`config.mk`:
```
export PLATFORM = sky130hd
export DESIGN_NAME = environ_response_tokenizer_core
export DESIGN_NICKNAME = d
export VERILOG_FILES = /design/src/rtl/ert_pkg.sv /design/src/rtl/ert_parser.sv /design/src/rtl/environ_response_tokenizer_core.sv
export SDC_FILE = /design/constraint.sdc
export NUM_CORES = 1
export LEC_CHECK = 0
export ABC_AREA = 1
export ABC_CLOCK_PERIOD_IN_PS = 2800
export BUFFER_PORTS_ARGS = -buffer_cell sky130_fd_sc_hd__buf_2
export CAP_MARGIN = 20
export CORE_ASPECT_RATIO = 0.5
export CORE_MARGIN = 4
export CORE_UTILIZATION = 54
export CTS_CLUSTER_DIAMETER = 200
export DETAILED_ROUTE_END_ITERATION = 8
export PLACE_DENSITY_LB_ADDON = 0.25
export SYNTH_ARGS = -nofsm -noshare
export SYNTH_HDL_FRONTEND = slang
export SYNTH_SLANG_ARGS = --single-unit
```
`constraint.sdc`:
```
create_clock -name i_clk -period 2.8 [get_ports i_clk]
set_input_delay 0.14 -clock i_clk [delete_from_list [all_inputs] [get_ports i_clk]]
set_output_delay 0.14 -clock i_clk [all_outputs]
set_load 0.005 [all_outputs]
```
`src/rtl/ert_pkg.sv`:
```
// Shared types and codes for the NEW-ENVIRON reply tokenizer.
// Used by ert_parser and environ_response_tokenizer_core; no dependencies.
`default_nettype none

package ert_pkg;

    // Protocol byte codes (RFC 1572)
    localparam logic [7:0] CODE_VAR     = 8'd0;
    localparam logic [7:0] CODE_VALUE   = 8'd1;
    localparam logic [7:0] CODE_ESC     = 8'd2;
    localparam logic [7:0] CODE_USERVAR = 8'd3;

    // Record type carried with every token
    localparam logic KIND_VAR     = 1'b0;
    localparam logic KIND_USERVAR = 1'b1;

    // Result queue depth; must be a power of two and at least 2
    localparam int ERT_FIFO_DEPTH = 4;

    typedef enum logic [2:0] {
        TK_NAME   = 3'd0,
        TK_VSTART = 3'd1,
        TK_VBYTE  = 3'd2,
        TK_END    = 3'd3,
        TK_DROP   = 3'd4
    } t_tok_kind;

    // One input request
    typedef struct packed {
        logic [7:0] data_byte;
        logic       end_of_stream;
    } t_in;

    // One result token
    typedef struct packed {
        t_tok_kind  token_kind;
        logic [7:0] token_byte;
        logic       record_kind;
        logic       last_of_run;
    } t_out;

    // Tokens produced by one accepted byte, slot 0 first
    typedef struct packed {
        t_out       res0;
        t_out       res1;
        logic [1:0] count;
    } t_emit;

endpackage

`default_nettype wire

```
`src/rtl/ert_parser.sv`:
```
// Byte parser: holds the record state and turns one body byte into up to two tokens.
// Depends on ert_pkg.
`default_nettype none

module ert_parser (
    input  wire           i_clk,
    input  wire           i_rst_n,
    input  wire           i_accept,
    input  wire ert_pkg::t_in i_req,
    output ert_pkg::t_emit o_emit
);
    import ert_pkg::*;

    typedef enum logic [2:0] {
        PH_SKIP      = 3'd0,
        PH_TYPE      = 3'd1,
        PH_NAME      = 3'd2,
        PH_NAME_ESC  = 3'd3,
        PH_VALUE     = 3'd4,
        PH_VALUE_ESC = 3'd5
    } t_phase;

    t_phase r_phase, n_phase;
    logic   r_kind, n_kind;
    logic   r_name_seen, n_name_seen;
    logic   r_value_seen, n_value_seen;

    logic [7:0] b;
    logic       byte_tok_vld;
    t_out       byte_tok;
    logic       flush_tok_vld;
    t_out       flush_tok;
    logic       in_record;

    assign b = i_req.data_byte;

    // Byte step, then end-of-stream flush
    always_comb begin
        n_phase      = r_phase;
        n_kind       = r_kind;
        n_name_seen  = r_name_seen;
        n_value_seen = r_value_seen;
        byte_tok_vld = 1'b0;
        byte_tok     = '{token_kind: TK_NAME, token_byte: b, record_kind: r_kind,
                         last_of_run: 1'b0};
        flush_tok_vld = 1'b0;
        flush_tok     = '{token_kind: TK_END, token_byte: 8'd0, record_kind: r_kind,
                          last_of_run: 1'b0};

        case (r_phase)
            PH_SKIP: begin
                n_phase = PH_TYPE;
            end
            PH_TYPE: begin
                n_kind       = (b == CODE_VAR) ? KIND_VAR : KIND_USERVAR;
                n_name_seen  = 1'b0;
                n_value_seen = 1'b0;
                n_phase      = PH_NAME;
            end
            PH_NAME, PH_VALUE: begin
                if (b == CODE_ESC) begin
                    n_phase = (r_phase == PH_NAME) ? PH_NAME_ESC : PH_VALUE_ESC;
                end else if (b == CODE_VAR || b == CODE_USERVAR) begin
                    // close current record, open a new one
                    byte_tok_vld          = 1'b1;
                    byte_tok.token_kind   = TK_END;
                    byte_tok.token_byte   = 8'd0;
                    n_kind       = (b == CODE_VAR) ? KIND_VAR : KIND_USERVAR;
                    n_name_seen  = 1'b0;
                    n_value_seen = 1'b0;
                    n_phase      = PH_NAME;
                end else if (b == CODE_VALUE && r_phase == PH_NAME) begin
                    byte_tok_vld        = 1'b1;
                    byte_tok.token_kind = TK_VSTART;
                    byte_tok.token_byte = 8'd0;
                    n_value_seen        = 1'b1;
                    n_phase             = PH_VALUE;
                end else if (r_phase == PH_NAME) begin
                    byte_tok_vld = 1'b1;
                    n_name_seen  = 1'b1;
                end else begin
                    byte_tok_vld        = 1'b1;
                    byte_tok.token_kind = TK_VBYTE;
                end
            end
            PH_NAME_ESC: begin
                byte_tok_vld = 1'b1;
                n_name_seen  = 1'b1;
                n_phase      = PH_NAME;
            end
            PH_VALUE_ESC: begin
                byte_tok_vld        = 1'b1;
                byte_tok.token_kind = TK_VBYTE;
                n_phase             = PH_VALUE;
            end
            default: begin
                n_phase = r_phase;
            end
        endcase

        // flush looks at the state after the byte
        in_record = (n_phase == PH_NAME) || (n_phase == PH_NAME_ESC) ||
                    (n_phase == PH_VALUE) || (n_phase == PH_VALUE_ESC);
        if (i_req.end_of_stream) begin
            flush_tok.record_kind = n_kind;
            if (in_record && n_name_seen) begin
                flush_tok_vld        = 1'b1;
                flush_tok.token_kind = TK_END;
            end else if (in_record && n_value_seen) begin
                flush_tok_vld        = 1'b1;
                flush_tok.token_kind = TK_DROP;
            end
            n_phase      = PH_SKIP;
            n_kind       = KIND_VAR;
            n_name_seen  = 1'b0;
            n_value_seen = 1'b0;
        end
    end

    // Pack tokens into slots, mark the last one
    always_comb begin
        o_emit.res0  = byte_tok_vld ? byte_tok : flush_tok;
        o_emit.res1  = flush_tok;
        o_emit.count = {1'b0, byte_tok_vld} + {1'b0, flush_tok_vld};
        o_emit.res0.last_of_run = !(byte_tok_vld && flush_tok_vld);
        o_emit.res1.last_of_run = 1'b1;
    end

    // Record state
    always_ff @(posedge i_clk) begin
        if (!i_rst_n) begin
            r_phase      <= PH_SKIP;
            r_kind       <= KIND_VAR;
            r_name_seen  <= 1'b0;
            r_value_seen <= 1'b0;
        end else if (i_accept) begin
            r_phase      <= n_phase;
            r_kind       <= n_kind;
            r_name_seen  <= n_name_seen;
            r_value_seen <= n_value_seen;
        end
    end

endmodule

`default_nettype wire

```
`src/rtl/environ_response_tokenizer_core.sv`:
```
// NEW-ENVIRON IS/INFO reply tokenizer: top level with the result queue.
// Depends on ert_pkg and ert_parser.
//
// Usage:
//   Input channel (i_valid / o_stall / i_data) takes one body byte per request,
//   with end_of_stream set on the last byte of the body. Output channel
//   (o_valid / i_stall / o_data) delivers tokens in order; last_of_run marks
//   the final token caused by a byte.
//   The parser updates its state in the cycle the byte is taken and writes its
//   zero, one or two tokens into a 4-entry result queue. Each token is offered
//   on the output once it is in the queue and all earlier tokens have left.
//   Throughput: one byte per cycle while each byte makes at most one token and
//   the receiver does not stall; as the queue drains one token per cycle, a
//   byte that makes two tokens (byte token plus flush token) raises its fill.
//   o_stall rises when fewer than two queue entries are free, so a byte is
//   only accepted when room exists for everything it can produce.
//   When the receiver stalls, o_data holds and the queue fills; once it is
//   nearly full the input side is stalled.
//   Reset (synchronous, active low) empties the queue and returns the parser
//   to waiting for the reply kind byte.
`default_nettype none

module environ_response_tokenizer_core (
    input  wire            i_clk,
    input  wire            i_rst_n,
    input  wire            i_valid,
    output logic           o_stall,
    input  wire ert_pkg::t_in i_data,
    output logic           o_valid,
    input  wire            i_stall,
    output ert_pkg::t_out  o_data
);
    import ert_pkg::*;

    localparam int PtrW = $clog2(ERT_FIFO_DEPTH);
    localparam int CntW = $clog2(ERT_FIFO_DEPTH + 1);
    localparam logic [CntW-1:0] StallLevel = CntW'(ERT_FIFO_DEPTH - 1);

    t_out            r_mem [ERT_FIFO_DEPTH];
    logic [PtrW-1:0] r_wr_ptr, n_wr_ptr;
    logic [PtrW-1:0] r_rd_ptr, n_rd_ptr;
    logic [CntW-1:0] r_count, n_count;

    logic  accept;
    logic  pop;
    t_emit emit;

    assign accept = i_valid && !o_stall;
    assign pop    = o_valid && !i_stall;

    ert_parser u_parser (
        .i_clk    (i_clk),
        .i_rst_n  (i_rst_n),
        .i_accept (accept),
        .i_req    (i_data),
        .o_emit   (emit)
    );

    // Queue pointers and fill level
    always_comb begin
        n_wr_ptr = r_wr_ptr;
        n_rd_ptr = r_rd_ptr;
        n_count  = r_count;
        if (accept) begin
            n_wr_ptr = r_wr_ptr + PtrW'(emit.count);
            n_count  = n_count + CntW'(emit.count);
        end
        if (pop) begin
            n_rd_ptr = r_rd_ptr + PtrW'(1);
            n_count  = n_count - CntW'(1);
        end
    end

    always_ff @(posedge i_clk) begin
        if (!i_rst_n) begin
            r_wr_ptr <= '0;
            r_rd_ptr <= '0;
            r_count  <= '0;
        end else begin
            r_wr_ptr <= n_wr_ptr;
            r_rd_ptr <= n_rd_ptr;
            r_count  <= n_count;
        end
    end

    // Token storage
    always_ff @(posedge i_clk) begin
        if (accept && emit.count != 2'd0) begin
            r_mem[r_wr_ptr] <= emit.res0;
        end
        if (accept && emit.count == 2'd2) begin
            r_mem[r_wr_ptr + PtrW'(1)] <= emit.res1;
        end
    end

    assign o_stall = (r_count >= StallLevel);
    assign o_valid = (r_count != '0);
    assign o_data  = r_mem[r_rd_ptr];

`ifndef ASSERT_OFF
    // Queue never overflows
    a_no_overflow: assert property (@(posedge i_clk) disable iff (!i_rst_n)
        r_count <= CntW'(ERT_FIFO_DEPTH))
        else $error("result queue overflow");

    // Fill level tracks pushes and pops
    a_count_track: assert property (@(posedge i_clk) disable iff (!i_rst_n)
        $past(i_rst_n) |-> r_count == $past(r_count)
            + ($past(accept) ? CntW'($past(emit.count)) : CntW'(0))
            - ($past(pop) ? CntW'(1) : CntW'(0)))
        else $error("result queue count mismatch");

    // Two tokens from one byte: only the second is marked last
    a_last_mark: assert property (@(posedge i_clk) disable iff (!i_rst_n)
        (accept && emit.count == 2'd2) |->
            (!emit.res0.last_of_run && emit.res1.last_of_run))
        else $error("last_of_run misplaced");
`endif

endmodule

`default_nettype wire

```
==> qor.yml <==
yosys:
  synthArstFlopShare_pct: 0
  yosys_warnings: 0
  synthTopCellsByArea: "dfxtp_1, edfxtp_1, nand2_1"
  synth.distinct_cells: 32
  ys_ff_latch: 67
  synth_fp_nets: 479
  avgSynthCellArea_um2: 7.35
  yosysSeqAreaShare_pct: 44.5
  synth_top_cell_by_area: "dfxtp_1"
  syn_inst: 459
  synth_top_area_share_pct: 30.3
  synth-edff-count: 16
  synth_ff_type: "dfxtp_1"
  synth_area_um2: 3370
pwr:
  swShare_pct: 30.7
  p_leak_nw: 1.78
  clkPwrFrac_pct: 36.9
  p_switching_w: 0.000827
  ir_worst_vdd_mv: 0.335
  p_int_w: 0.00187
  pwr-share-seq_pct: 40.5
  power.density_nw_per_um2: 638
  comb_power_share_pct: 22.7
drt:
  drt-total-wl_um: 8730
  drtAntennaViolNets: 0
  via_per_inst: 5.33
  drc: 0
  vias: 3285
  wl_per_cell_um: 14.2
  first_pass_iters: 5
  drt_iter0_drc: 393
placement:
  dpl_cell_area_um2: 3820
  pre_cts_slack_ns: -0.116
  place_hpwl_um: 6130
  gp_congestion: 0.878
  port_buffers: 27
  dp.cells: 597
global_route:
  first_global_vias: 3034
  antenna_found_initial: 0
  grt_max_degree: 28
  grt_overflow: 0
  grt_usage_pct: 23.5
  grt_pass1_wl_um: 14200
sta:
  period_share_pct: 96.2
  final.setup.worst_slack_ns: 0.108
  fin_crit_ns: 2.69
  final-hold-violation-count: 0
  slew_violations: 0
  clock_skew_ns: 0.00614
  tightest_slew_ns: 0.773
  rsz0062_at_grt: "true"
  setup_viol: 0
  fmax_mhz: 371
  relSlewSlack_pct: 48.4
floorplan:
  die_w_um: 120
  fp.dieH_um: 63.9
  start_util_pct: 55.7
  die_area_um2: 7650
  core_area_um2: 6060
  ios: 28
  num_rows: 20
setup_path:
  crit_arrival_ns: 2.96
  crit_required_ns: 3.07
  path_delay_family: "simple AND/OR/NAND/NOR gates"
  cp_slowest_cell: "dfxtp_4"
  worstSetupPathType: "reg2reg"
  slowest_delay_ns: 0.36
  crit_path_cell_trace: "inv_2, nor2_4, nor2_4, nor2_8, nand3_4, nand2_4, nand2_2, nand2_2, nand2_1, o21ai_2, buf_4, ha_4, xor2_2, ha_4, o21ai_2, ha_2, nand2_1, nand2_1, a21oi_1"
  end_kind: "flop"
  cp_num_buf_inv: 2
  startpoint_type: "flop"
  cp_common_cell: "nand2_1"
  critPathMaxFanout: 4
clock_network:
  cts_made_buffers: 9
  cts_buffer_depth: 2
  insertion_delay_ns: 0.33
  hold_buffers: 0
  htree_levels: 3
  ctsRootBufferMaster: "clkbuf_16"
  clk_pin_slew_ns: 0.05
  cts.sinks: 67
  tritoncts: "done"
run:
  cap_viol_max_count: 0
finish:
  fin_area_um2: 4220
  stdcell_count: 616
  final_net_count: 543
  area_growth_pct: 25.2
  drive_gt1_share_pct: 23.7
  diodes: 0
status:
  outcome: "completed"
hold_path:
  hold_class: "in2reg"
==> routing by layer <==
metal	track usage (%)	wire length (um)	vias to the layer above
met1	31.9	4080	1496
met2	36.9	3920	126
met4	8.84	142	0
li1	-	-	1653
met3	5.66	594	10
met5	0	0	-
==> worst min-delay path, delay by kind of cell <==
| kind | cells | cell delay (ns) |
|---|---|---|
| AND/OR/NAND/NOR | 2 | 0.10 |
| buffers and inverters | 1 | 0.15 |
==> cell usage after synthesis, types with 2 or more instances <==
library cell,number
nor3_2,4
o21ai_0,70
clkbuf_1,7
nand3_1,21
a31oi_1,2
o22ai_1,13
nor2_2,7
a21oi_1,21
nand3_2,2
inv_1,45
nand2_1,115
nand2_2,8
ha_1,7
edfxtp_1,16
nor2_1,42
inv_2,5
a21oi_2,4
dfxtp_1,51
nor3_1,6
==> per-stage QoR <==
| step | util (%) | hold WS, ns | total power (W) | TNS, ns |
|---|---|---|---|---|
| 3_3_place_gp | 63.1 | 0.433 | 0.00167 | 0 |
| 3_5_place_dp | 63.1 | 0.440 | 0.00168 | -0.479 |
| 4_1_cts | 67.7 | 0.100 | 0.00267 | -0.00220 |
| 2_1_floorplan | - | 0.261 | 0.00147 | 0 |
| 6_report | 69.8 | 0.0927 | 0.00270 | 0 |
| 5_1_grt | 69.8 | 0.114 | 0.00285 | -2.17 |
==> layout make-up <==
cell class | instances | area (um2)
clock inverter | 5 | 30.0
clock buffer | 11 | 233
tap | 88 | 110
inverter | 51 | 194
multi-input combinational | 331 | 1740
timing repair buffer | 63 | 405
sequential | 67 | 1510
fill | 502 | 1830
==> worst paths after layout <==
kind | to | from | slack, ns | cells after the start
min | r_count[2] | i_rst_n | 0.09 | 3
max | r_count[1] | u_parser.r_phase[1] | 0.11 | 19
max reg2reg | r_count[1] | u_parser.r_phase[1] | 0.11 | 19
min reg2reg | r_mem[2][2] | r_mem[2][2] | 0.46 | 2
==> registers in the layout, summed over array words and instances, names as in the netlist, named ones only <==
name / cells
r_count: 3
r_mem: 52
r_rd_ptr: 2
r_wr_ptr: 2
u_parser.r_kind: 1
u_parser.r_name_seen: 1
u_parser.r_phase: 3
u_parser.r_value_seen: 1
==> repair_timing <==
action / 4_1_cts / 5_1_grt
hold endpoints to repair: 0 / 0
setup buffers: 0 / 3
resized for setup: 6 / 20
gates cloned: 0 / 0
endpoints found under the setup margin: 7 / 56
pin swaps: 0 / 7
==> kinds of logic (layout without fill, tap and decap cells) <==
family	count (synthesis)	after routing	share of synthesized area, %
AOI/OAI and AO/OA	113	113	18.0
xor gates and xnor gates	1	1	0.260
adders and majority gates	7	7	2.60
buffers and inverters	61	130	7.12
DFF	67	67	44.5
and+or+nand+nor	210	210	27.5
==> power by group through the flow <==
stage          Clock (W)  Sequential [W]  Combinational [W]
6_report        0.000995         0.00109           0.000611
5_1_grt          0.00105         0.00110           0.000700
4_1_cts          0.00101         0.00108           0.000582
3_5_place_dp           0         0.00110           0.000576
3_3_place_gp           0         0.00110           0.000573
2_1_floorplan          0         0.00109           0.000383
==> cell usage in the layout (no fill, tap or decap), types with 2 or more instances in the layout <==
master and instances:
ha_1 2, buf_2 27, edfxtp_1 16, o21ai_2 3, clkbuf_1 2, nand3_1 21
inv_1 44, a21oi_2 4, dfxtp_2 2, o22ai_1 13, nor3_1 4, nor2_4 4
nand2_1 115, nor3_2 6, nor2_1 41, nand2_2 7, o21ai_0 66, ha_4 4
nor2_2 5, clkbuf_16 9, clkinv_2 2, a21oi_1 21, inv_2 6, dfxtp_1 48
a31oi_1 2, buf_4 36
No activity file was read; power rests on OpenSTA's default activity.
